File: src/hdl/u2u8_pkg.sv
// ----------------------------------------------------------------------------
// u2u8_pkg: shared types and helpers of the UTF-16 to UTF-8 encoder
// Transaction structs, the front-to-back command and the byte formatter.
// ----------------------------------------------------------------------------
package u2u8_pkg;

    // Surrogate ranges and the supplementary plane base
    localparam logic [15:0] SURR_HIGH_FIRST = 16'hD800;
    localparam logic [15:0] SURR_HIGH_LAST  = 16'hDBFF;
    localparam logic [15:0] SURR_LOW_FIRST  = 16'hDC00;
    localparam logic [15:0] SURR_LOW_LAST   = 16'hDFFF;
    localparam logic [20:0] SUPP_BASE       = 21'h10000;
    localparam logic [15:0] ONE_BYTE_MAX    = 16'h007F;
    localparam logic [15:0] TWO_BYTE_MAX    = 16'h07FF;

    // Sequence length codes (number of bytes minus one)
    localparam logic [1:0] LEN_1 = 2'd0;
    localparam logic [1:0] LEN_2 = 2'd1;
    localparam logic [1:0] LEN_3 = 2'd2;
    localparam logic [1:0] LEN_4 = 2'd3;

    // Input transaction
    typedef struct packed {
        logic [15:0] code_unit;
        logic        end_of_string;
    } t_in;

    // Output transaction
    typedef struct packed {
        logic [7:0] out_byte;
        logic       run_last;
        logic       string_done;
    } t_out;

    // Command from the front to the back: an optional held surrogate,
    // then an optional code point, for one input item
    typedef struct packed {
        logic        has_pre;
        logic [9:0]  pre_bits;
        logic        has_main;
        logic [20:0] main_cp;
        logic [1:0]  main_len;
        logic        eos;
    } t_cmd;

    // Queue status seen by the front
    typedef struct packed {
        logic full;
        logic empty;
    } t_q_status;

    // Byte idx of the UTF-8 sequence of cp with length code len
    function automatic logic [7:0] enc_byte(input logic [20:0] cp,
                                            input logic [1:0]  len,
                                            input logic [1:0]  idx);
        logic [7:0] b;
        b = 8'h00;
        case (len)
            LEN_1: b = {1'b0, cp[6:0]};
            LEN_2: begin
                case (idx)
                    2'd0:    b = {3'b110, cp[10:6]};
                    default: b = {2'b10, cp[5:0]};
                endcase
            end
            LEN_3: begin
                case (idx)
                    2'd0:    b = {4'b1110, cp[15:12]};
                    2'd1:    b = {2'b10, cp[11:6]};
                    default: b = {2'b10, cp[5:0]};
                endcase
            end
            default: begin
                case (idx)
                    2'd0:    b = {5'b11110, cp[20:18]};
                    2'd1:    b = {2'b10, cp[17:12]};
                    2'd2:    b = {2'b10, cp[11:6]};
                    default: b = {2'b10, cp[5:0]};
                endcase
            end
        endcase
        return b;
    endfunction

endpackage

File: src/hdl/u2u8_front.sv
// ----------------------------------------------------------------------------
// u2u8_front: input side of the encoder
// Accepts code units, tracks a held high surrogate and issues commands.
// ----------------------------------------------------------------------------
module u2u8_front (
    input  logic                i_clk,
    input  logic                i_rst_n,
    input  logic                i_in_valid,
    output logic                o_in_stall,
    input  u2u8_pkg::t_in       i_in_data,
    input  u2u8_pkg::t_q_status i_q_status,
    output logic                o_push,
    output u2u8_pkg::t_cmd      o_cmd
);
    import u2u8_pkg::*;

    logic       r_pending;
    logic [9:0] r_held;
    logic       n_pending;
    logic [9:0] n_held;

    logic        accept;
    logic        is_high;
    logic        is_low;
    logic        pair;
    logic        hold;
    logic [1:0]  unit_len;
    t_cmd        cmd;

    // Classify the incoming unit
    always_comb begin
        is_high = i_in_data.code_unit inside {[SURR_HIGH_FIRST:SURR_HIGH_LAST]};
        is_low  = i_in_data.code_unit inside {[SURR_LOW_FIRST:SURR_LOW_LAST]};
        if (i_in_data.code_unit <= ONE_BYTE_MAX) begin
            unit_len = LEN_1;
        end else if (i_in_data.code_unit <= TWO_BYTE_MAX) begin
            unit_len = LEN_2;
        end else begin
            unit_len = LEN_3;
        end
    end

    // Build the command for this unit
    always_comb begin
        pair = r_pending && is_low;
        hold = !pair && is_high && !i_in_data.end_of_string;
        cmd.has_pre  = r_pending && !is_low;
        cmd.pre_bits = r_held;
        cmd.has_main = !hold;
        cmd.main_cp  = pair ? (SUPP_BASE + {1'b0, r_held, i_in_data.code_unit[9:0]})
                            : {5'd0, i_in_data.code_unit};
        cmd.main_len = pair ? LEN_4 : unit_len;
        cmd.eos      = i_in_data.end_of_string;
    end

    assign o_in_stall = i_q_status.full;
    assign accept     = i_in_valid && !i_q_status.full;
    assign o_push     = accept && (cmd.has_pre || cmd.has_main);
    assign o_cmd      = cmd;

    // Update the held surrogate on each accepted unit
    always_comb begin
        n_pending = r_pending;
        n_held    = r_held;
        if (accept) begin
            n_pending = hold;
            if (hold) begin
                n_held = i_in_data.code_unit[9:0];
            end
        end
    end

    always_ff @(posedge i_clk) begin
        if (!i_rst_n) begin
            r_pending <= 1'b0;
            r_held    <= 10'd0;
        end else begin
            r_pending <= n_pending;
            r_held    <= n_held;
        end
    end

endmodule

File: src/hdl/u2u8_queue.sv
// ----------------------------------------------------------------------------
// u2u8_queue: two-entry command queue
// Decouples the front from the byte serialiser.
// ----------------------------------------------------------------------------
module u2u8_queue (
    input  logic                i_clk,
    input  logic                i_rst_n,
    input  logic                i_push,
    input  u2u8_pkg::t_cmd      i_cmd,
    input  logic                i_pop,
    output u2u8_pkg::t_cmd      o_head,
    output u2u8_pkg::t_q_status o_status
);
    import u2u8_pkg::*;

    t_cmd       r_mem [2];
    logic       r_wr;
    logic       r_rd;
    logic [1:0] r_cnt;
    logic       n_wr;
    logic       n_rd;
    logic [1:0] n_cnt;

    assign o_head         = r_mem[r_rd];
    assign o_status.full  = (r_cnt == 2'd2);
    assign o_status.empty = (r_cnt == 2'd0);

    // Advance pointers and occupancy
    always_comb begin
        n_wr  = i_push ? !r_wr : r_wr;
        n_rd  = i_pop  ? !r_rd : r_rd;
        n_cnt = r_cnt;
        if (i_push && !i_pop) begin
            n_cnt = r_cnt + 2'd1;
        end else if (i_pop && !i_push) begin
            n_cnt = r_cnt - 2'd1;
        end
    end

    always_ff @(posedge i_clk) begin
        if (!i_rst_n) begin
            r_wr  <= 1'b0;
            r_rd  <= 1'b0;
            r_cnt <= 2'd0;
        end else begin
            r_wr  <= n_wr;
            r_rd  <= n_rd;
            r_cnt <= n_cnt;
        end
    end

    // Store the entry
    always_ff @(posedge i_clk) begin
        if (i_push) begin
            r_mem[r_wr] <= i_cmd;
        end
    end

endmodule

File: src/hdl/u2u8_back.sv
// ----------------------------------------------------------------------------
// u2u8_back: byte serialiser
// Turns each command into UTF-8 bytes, one per cycle while the output is not stalled, into the output register.
// ----------------------------------------------------------------------------
module u2u8_back (
    input  logic           i_clk,
    input  logic           i_rst_n,
    input  u2u8_pkg::t_cmd i_head,
    input  logic           i_q_empty,
    output logic           o_pop,
    output logic           o_out_valid,
    input  logic           i_out_stall,
    output u2u8_pkg::t_out o_out_data
);
    import u2u8_pkg::*;

    t_cmd       r_cmd;
    logic       r_busy;
    logic       r_pre;
    logic [1:0] r_idx;
    logic       r_out_valid;
    t_out       r_out;

    t_cmd       n_cmd;
    logic       n_busy;
    logic       n_pre;
    logic [1:0] n_idx;
    logic       n_out_valid;
    t_out       n_out;

    logic [20:0] sel_cp;
    logic [1:0]  sel_len;
    logic        phase_end;
    logic        last_byte;
    logic        adv;
    logic        emit;
    logic        pop;

    // Select the sequence being sent
    always_comb begin
        sel_cp    = r_pre ? {5'd0, SURR_HIGH_FIRST[15:10], r_cmd.pre_bits} : r_cmd.main_cp;
        sel_len   = r_pre ? LEN_3 : r_cmd.main_len;
        phase_end = (r_idx == sel_len);
        last_byte = phase_end && !(r_pre && r_cmd.has_main);
        adv       = !r_out_valid || !i_out_stall;
        emit      = r_busy && adv;
        pop       = !i_q_empty && (!r_busy || (emit && last_byte));
    end

    assign o_pop       = pop;
    assign o_out_valid = r_out_valid;
    assign o_out_data  = r_out;

    // Step through the bytes and load the next command
    always_comb begin
        n_cmd       = r_cmd;
        n_busy      = r_busy;
        n_pre       = r_pre;
        n_idx       = r_idx;
        n_out_valid = r_out_valid;
        n_out       = r_out;
        if (emit) begin
            n_out.out_byte    = enc_byte(sel_cp, sel_len, r_idx);
            n_out.run_last    = last_byte;
            n_out.string_done = last_byte && r_cmd.eos;
            n_out_valid       = 1'b1;
            if (!last_byte) begin
                if (phase_end) begin
                    n_pre = 1'b0;
                    n_idx = 2'd0;
                end else begin
                    n_idx = r_idx + 2'd1;
                end
            end else begin
                n_busy = 1'b0;
            end
        end else if (adv) begin
            n_out_valid = 1'b0;
        end
        if (pop) begin
            n_cmd  = i_head;
            n_busy = 1'b1;
            n_pre  = i_head.has_pre;
            n_idx  = 2'd0;
        end
    end

    always_ff @(posedge i_clk) begin
        if (!i_rst_n) begin
            r_busy      <= 1'b0;
            r_pre       <= 1'b0;
            r_idx       <= 2'd0;
            r_out_valid <= 1'b0;
        end else begin
            r_busy      <= n_busy;
            r_pre       <= n_pre;
            r_idx       <= n_idx;
            r_out_valid <= n_out_valid;
        end
    end

    // Payload registers
    always_ff @(posedge i_clk) begin
        r_cmd <= n_cmd;
        r_out <= n_out;
    end

endmodule

File: src/hdl/utf16_to_utf8_encoder_top.sv
// ----------------------------------------------------------------------------
// utf16_to_utf8_encoder_top: streaming UTF-16 to UTF-8 encoder
// Front classifier, two-entry command queue and byte serialiser.
// ----------------------------------------------------------------------------
// One UTF-16 code unit enters per transaction and leaves as UTF-8 bytes, one
// byte per output transaction, with run_last on the final byte of that unit
// and string_done on the final byte of the string. A non-final high
// surrogate is held and produces nothing until the next unit; a following
// low surrogate completes a four-byte sequence, anything else first flushes
// the held surrogate as three bytes. The output runs at one byte per cycle
// while it is not stalled. A unit produces 1 to 3 bytes if ordinary, 4 for
// a pair, up to 6 when a held surrogate is flushed, 0 for a held high
// surrogate. The byte serialiser sets the output rate; the input keeps
// accepting one unit per cycle while the two-entry command queue has room.
module utf16_to_utf8_encoder_top (
    input  logic           i_clk,
    input  logic           i_rst_n,
    input  logic           i_in_valid,
    output logic           o_in_stall,
    input  u2u8_pkg::t_in  i_in_data,
    output logic           o_out_valid,
    input  logic           i_out_stall,
    output u2u8_pkg::t_out o_out_data
);
    import u2u8_pkg::*;

    t_q_status q_status;
    t_cmd      push_cmd;
    t_cmd      head_cmd;
    logic      push;
    logic      pop;

    u2u8_front u_front (
        .i_clk      (i_clk),
        .i_rst_n    (i_rst_n),
        .i_in_valid (i_in_valid),
        .o_in_stall (o_in_stall),
        .i_in_data  (i_in_data),
        .i_q_status (q_status),
        .o_push     (push),
        .o_cmd      (push_cmd)
    );

    u2u8_queue u_queue (
        .i_clk    (i_clk),
        .i_rst_n  (i_rst_n),
        .i_push   (push),
        .i_cmd    (push_cmd),
        .i_pop    (pop),
        .o_head   (head_cmd),
        .o_status (q_status)
    );

    u2u8_back u_back (
        .i_clk       (i_clk),
        .i_rst_n     (i_rst_n),
        .i_head      (head_cmd),
        .i_q_empty   (q_status.empty),
        .o_pop       (pop),
        .o_out_valid (o_out_valid),
        .i_out_stall (i_out_stall),
        .o_out_data  (o_out_data)
    );

    // Never write into a full queue
    a_no_push_full: assert property (@(posedge i_clk) disable iff (!i_rst_n)
        !(push && q_status.full))
        else $error("command pushed into full queue");

    // Never pop an empty queue
    a_no_pop_empty: assert property (@(posedge i_clk) disable iff (!i_rst_n)
        !(pop && q_status.empty))
        else $error("command popped from empty queue");

    // End of string only on the last byte of a run
    a_done_on_last: assert property (@(posedge i_clk) disable iff (!i_rst_n)
        o_out_valid && o_out_data.string_done |-> o_out_data.run_last)
        else $error("string_done without run_last");

    // Output idle right after reset
    a_reset_idle: assert property (@(posedge i_clk)
        !i_rst_n |=> !o_out_valid)
        else $error("output valid straight after reset");

endmodule

File: config.mk
export PLATFORM = sky130hd
export DESIGN_NAME = utf16_to_utf8_encoder_top
export DESIGN_NICKNAME = d
export VERILOG_FILES = /design/src/hdl/u2u8_pkg.sv /design/src/hdl/u2u8_front.sv /design/src/hdl/u2u8_queue.sv /design/src/hdl/u2u8_back.sv /design/src/hdl/utf16_to_utf8_encoder_top.sv
export SDC_FILE = /design/constraint.sdc
export NUM_CORES = 1
export LEC_CHECK = 0
export BUFFER_PORTS_ARGS = -buffer_cell sky130_fd_sc_hd__clkbuf_2
export CORE_UTILIZATION = 40
export CTS_BUF_LIST = sky130_fd_sc_hd__clkbuf_4
export DETAILED_ROUTE_END_ITERATION = 10
export PLACE_DENSITY = 0.64
export SLEW_MARGIN = 20
export SYNTH_ARGS = -nofsm -noshare
export SYNTH_HDL_FRONTEND = slang
export SYNTH_HIERARCHICAL = 1
export SYNTH_SLANG_ARGS = --single-unit
File: constraint.sdc
create_clock -name i_clk -period 6.3 [get_ports i_clk]
set_clock_uncertainty 0.05 [all_clocks]
set_input_delay 0 -clock i_clk [delete_from_list [all_inputs] [get_ports i_clk]]
set_output_delay 0 -clock i_clk [all_outputs]
set_load 0.02 [all_outputs]
Yosys cells after proc, flatten, opt, wreduce, memory -nomap -nowiden
Memories as Yosys holds them, arrays and structs flattened. A register that Yosys moved wholly into a read port is not among the register bits.
Index checks and enable logic that the tools add are counted.
{"block": "op_classes", "n_eq_ne": 7, "bitwise_logic": 2, "n_mux": 26, "n_reduce_logical": 46, "magnitude_cmp": 6, "add_sub_neg": 4}
{"cell": "21-bit 2-to-1 mux", "count": 2}
{"cell": "16-bit >= comparator, second input constant", "count": 2}
{"cell": "16-bit less-or-equal comparator, second input constant", "count": 2}
{"cell": "8-bit case mux with 3 select lines", "count": 1}
{"cell": "17-bit by 20-bit adder with 21-bit output, first input constant", "count": 1}
{"cell": "7-bit case mux with 3 select lines", "count": 1}
{"cell": "16-bit by 11-bit less-or-equal comparator with 1-bit output, second input constant", "count": 1}
{"cell": "16-bit by 7-bit less-or-equal comparator with 1-bit output, second input constant", "count": 1}
{"cell": "1-bit logical AND", "count": 16}
{"cell": "1-bit zero test", "count": 14}
{"cell": "2-bit 2-to-1 mux", "count": 7}
{"cell": "7-bit case mux with 2 select lines", "count": 1}
{"cell": "1-bit 2-to-1 mux", "count": 13}
{"cell": "2-bit nonzero test", "count": 5}
{"cell": "7-bit 2-to-1 mux", "count": 1}
{"cell": "2-bit equality test, second input constant", "count": 3}
{"cell": "2-bit zero test", "count": 3}
{"cell": "2-bit AND reduction", "count": 3}
{"cell": "2-bit by 1-bit adder with 2-bit output, second input constant", "count": 2}
{"cell": "2-bit by 1-bit equality test with 1-bit output, second input constant", "count": 2}
{"cell": "1-bit logical OR", "count": 3}
{"cell": "3-bit AND reduction", "count": 1}
{"cell": "2-bit equality test", "count": 1}
{"cell": "2-bit inequality test, second input constant", "count": 1}
{"cell": "3 further kinds", "count": 4}
{"block": "totals", "register_bits": 65, "ramBits": 72, "memories": 1, "input_bits": 21, "wordCells": 109}
{"name": "u_queue.r_mem", "words": 2, "word_bits": 36, "rd": 1, "rd_ports_with_merged_regs": 1, "wr": 1, "line": "u2u8_queue.sv:16", "source": "t_cmd r_mem [2];"}

Logic depth before layout (Yosys ltp)
{"block": "depth", "depth_word": 13, "mapped_depth": 9}

By module
The synthesis kept the hierarchy.
{"module": "u2u8_queue", "cells_per_inst": 134, "area_each_um2": 2825.2, "instances": 1, "seq_area_each_um2": 2262.2}
{"module": "u2u8_back", "cells_per_inst": 189, "area_each_um2": 2353.5, "instances": 1, "seq_area_each_um2": 1451.4}
{"module": "u2u8_front", "cells_per_inst": 93, "area_each_um2": 750.7, "instances": 1, "seq_area_each_um2": 220.2}

Least setup slack after synthesis
No wires, ideal clock.
{"block": "synth_path", "kind": "register to register", "from": "register u_queue.r_cnt[0]", "to": "memory u_queue/r_mem[0][0] (netlist bit), enable pin", "period_less_slack_ns": 3.099, "slack_ns": 3.201, "t_arrival_ns": 2.614, "required_time_ns": 5.815, "path_stages_with_launch": 5, "path_cell_list": "dfxtp_1 > and2b_2 > nor2b_1 > o21a_1 > nor2b_1"}
{"element": "start: declaration", "line": "u2u8_queue.sv:19", "source": "logic [1:0] r_cnt;"}
{"element": "start signal: assignment", "line": "u2u8_queue.sv:48", "source": "r_cnt <= n_cnt;"}
{"element": "end: declaration", "line": "u2u8_queue.sv:16"}

Worst setup path after layout
{"block": "layout_path", "from": "register u_back.r_pre", "to": "register u_queue.r_cnt[1]"}
{"block": "layout_between", "elab_chain_len": 9, "elab_cells_between_ends": 13, "cone_classes": "eq/ne (1); mux (2); reduce/logical (10)"}
{"element": "start: declaration", "line": "u2u8_back.sv:19", "source": "logic r_pre;"}
{"element": "start signal: assignment", "line": "u2u8_back.sv:96", "source": "r_pre <= n_pre;"}
{"element": "2-bit 2-to-1 mux / 1-bit logical AND (equally long branches)", "line": "u2u8_back.sv:42, u2u8_back.sv:44"}
{"element": "2-bit equality test / 1-bit zero test (equally long branches)", "line": "u2u8_back.sv:43, u2u8_back.sv:44"}
{"element": "1-bit logical AND (*)", "line": "u2u8_back.sv:44", "source": "last_byte = phase_end && !(r_pre && r_cmd.has_main);"}
{"element": "1-bit logical AND (*)", "line": "u2u8_back.sv:47", "source": "pop = !i_q_empty && (!r_busy || (emit && last_byte));"}
{"element": "1-bit logical OR (*)", "line": "u2u8_back.sv:47"}
{"element": "1-bit logical AND (*)", "line": "u2u8_back.sv:47"}
{"element": "named net pop", "line": "utf16_to_utf8_encoder_top.sv:31", "source": "logic pop;"}
{"element": "1-bit zero test", "line": "u2u8_queue.sv:33", "source": "if (i_push && !i_pop) begin"}
{"element": "1-bit logical AND", "line": "u2u8_queue.sv:33"}
{"element": "2-bit 2-to-1 mux / 2-bit nonzero test (equally long branches)"}
The timed path passes the listed nets; every way through them passes the cells marked *.
A chain may end at the register's enable or synchronous reset.

==> out/qor.yml <==
outcome:
  status: "finished clean"
route:
  ant_nets: 0
  vias: 3364
  finalWirelength_um: 10800
  vias_per_cell: 5.09
  avgRoutedWirePerCell_um: 16.4
  first_pass_iters: 4
  drcViolationCount: 0
  drtIter0Drc: 209
floorplanning:
  die_w_um: 124
  rows: 44
  die_area_um2: 15300
  io_pins: 33
  die_h_um: 124
  initial_core_util_pct: 41.0
  core_um2: 14500
clocking:
  cts_setup_buffers: 0
  cts_resized: 0
  clockBufferDepth: 2
  htreeDepth: 4
  cts_buffers: 17
  insertion_delay_ps: 530
  cts_tree: "done"
  root_buffer: "clkbuf_4"
  clk_pin_slew_worst_paths_ps: 120
  numClockSinks: 138
critical_path:
  start_kind: "register"
  r2r_end: "u_queue/r_cnt[1]$_SDFFE_PN0P_"
  arrival_ps: 3100
  endpoint_kind: "register"
  worstPathMaxFanout: 37
  worstSetupPathType: "register to register"
  reg2reg_depth: 8
  crit_required_ps: 6700
  timing.rr.start: "u_back/r_pre$_SDFFE_PN0P_"
  r2r_setup_slack_ps: 3610
yosys:
  seq_area_frac_synth_pct: 66.3
  synth_area_um2: 5930
  synth_top_area_share_pct: 59.3
  async_flop_share_pct: 0
  netlist_top_cells_count: "117 x edfxtp_1, 38 x mux2_2, 31 x nand2_1"
  ys_ff_latch: 138
  postSynthCellCount: 416
  yosysWarnings: 6
  synth_flop_cell: "edfxtp_1"
  synthTopCellsByArea: "edfxtp_1 59%, mux2_2 7.2%, dfxtp_1 7.1%"
  yosysMostFrequentCell: "edfxtp_1"
  syn_nets: 444
  synth_top_area_cell: "edfxtp_1"
  postSynthAreaPerCell_um2: 14.3
  synth.distinct_cells: 60
  synth_edf_count: 117
layout:
  syn_to_final_growth_pct: 12.7
  utilization_pct: 46.1
  multi_input_area_um2: 1740
  fillerInstances: 1293
  instances_no_fill: 661
  nets: 491
  drive_gt1_share_pct: 24.6
  seqCellArea_um2: 3940
min_path:
  hold_path_depth: 2
  min_from: "i_rst_n"
  hold_class: "input port to register"
  holdPathEnd: "u_front/r_pending$_SDFFE_PN0P_"
pwr:
  p_clk_share_pct: 22.2
  power_density_nw_per_um2: 402
  switching_share_pct: 31.7
  seqPwrFrac_pct: 51.7
  p_comb_share_pct: 26.1
  p_int_uw: 1830
  p_sw_uw: 851
  p_leak_uw: 0.00229
  vdd_ir_drop_max_mv: 0.183
sta:
  timing.final.crit_share_pct: 42.8
  setup_tns_ps: 0
  period_minus_slack_ps: 2690
  drv_slew: 0
  grt_setup_unrepaired: "no"
  slew_headroom_pct: 52.7
  fmaxAchievable_mhz: 371
  worst_pin_slew_ps: 710
  hold_viol_final: 0
  setup_viol: 0
global_route:
  grt_use_total_pct: 15.8
  grt_pass1_vias: 3363
  antenna_found_initial: 1
  overflow: 0
  grt_pass1_wl_um: 17500
  grt_max_degree: 38
placed_design:
  io_buffers: 32
  placedCellCount: 606
  place_congestion: 0.810
  dp_hpwl_um: 7110
flow_run:
  cap_violations: 0
[layout by cell type, fill, tap and decap left out, types with 3 or more instances in the layout]
master         count
a21oi_1           16
a31oi_1            7
and2_1             6
buf_4              3
bufinv_16          3
clkbuf_2          32
clkbuf_4          17
clkinvlp_4         3
dfxtp_1           20
dlygate4sd3_1     21
edfxtp_1         117
ha_1               7
inv_1             14
inv_6              3
mux2_2            38
mux2i_1           15
nand2_1           31
nand2b_1           3
nand3_1            8
nor2_1            15
nor2b_1            4
nor3_1             5
o2111ai_1          3
o211ai_1           6
o21a_1             8
o21ai_0           11
o22ai_1            4
xnor2_1            4
xor2_1             3
[per-stage QoR]
step	cell area (µm²)	worst slack [ps]	power, µW	hold slack [ps]
after global routing	6680	3390	2840	62.0
after detailed placement	6140	3250	2100	159
after CTS	6650	3230	2700	26.2
after global placement	6140	3380	2080	152
final	6680	3610	2680	68.9
after floorplan	5930	3200	1910	67.5
[cells by family after synthesis]
logic type      count (synthesis)  synth area share (%)
compound gates                 75                  8.69
xor+xnor                        7                  1.03
fa+ha+maj                       7                  1.48
buf+inv                        44                  4.52
flops                         138                  66.3
mux                            54                  10.0
simple gates                   91                  7.93
[worst max-delay path by stage]
stage                                  startpoint                       endpoint  slack, ps  depth (start not counted)
CTS                     u_back/r_pre$_SDFFE_PN0P_  u_queue/r_cnt[1]$_SDFFE_PN0P_       3230                          8
finish                  u_back/r_pre$_SDFFE_PN0P_  u_queue/r_cnt[1]$_SDFFE_PN0P_       3610                          8
detailed placement      u_back/r_pre$_SDFFE_PN0P_  u_queue/r_cnt[1]$_SDFFE_PN0P_       3250                          8
global route            u_back/r_pre$_SDFFE_PN0P_  u_queue/r_cnt[1]$_SDFFE_PN0P_       3390                          8
floorplan           u_queue/r_cnt[0]$_SDFFE_PN0P_  u_queue/r_mem[0][0]$_DFFE_PP_       3200                          4
global placement        u_back/r_pre$_SDFFE_PN0P_  u_queue/r_cnt[1]$_SDFFE_PN0P_       3380                          8
[per-layer routing]
| layer | share of wire (%) | track usage, % |
|---|---|---|
| met5 | 0 | 0 |
| met3 | 4.5 | 4.40 |
| met4 | 1.9 | 7.45 |
| met2 | 46 | 24.2 |
| met1 | 48 | 20.6 |
[power groups by stage]
stage	clock [µW]	sequential, µW	combinational [µW]
after floorplan	0	1390	522
after global placement	0	1410	676
after detailed placement	0	1410	683
after CTS	615	1390	698
after global routing	654	1410	776
final	596	1390	699
[what timing repair did]
item                                    CTS  global route
endpoints found under the setup margin    0             0
hold buffers                             21             0
hold endpoints to repair                 59             0
[state kept, by name, indices dropped and copies added (netlist names), named ones only]
| register | flops |
|---|---|
| u_queue/r_mem | 72 |
| u_back/r_cmd | 35 |
| u_back/o_out_data | 10 |
| u_front/r_held | 10 |
| u_back/r_idx | 2 |
| u_queue/r_cnt | 2 |
| u_back/o_out_valid | 1 |
| u_back/r_busy | 1 |
| u_back/r_pre | 1 |
| u_front/r_pending | 1 |
| u_queue/r_rd | 1 |
| u_queue/r_wr | 1 |
[critical path, stage by stage (launching register included)]
cell and delay (ps):
dfxtp_2 740, and4bb_1 320, a21oi_1 110, nand2_1 80, buf_4 390, inv_1 90, ha_1 320, or3_1 350
a21boi_1 150
[cell type report]
class / instances / area share (%)
Antenna cell: 1 / 0.0375
Clock buffer: 17 / 1.91
Clock inverter: 15 / 2.60
Inverter: 15 / 0.843
Multi-Input combinational cell: 234 / 26.0
Sequential cell: 138 / 58.9
Tap cell: 184 / 3.45
Timing Repair Buffer: 57 / 6.29
(Power assumes the default switching activity.)
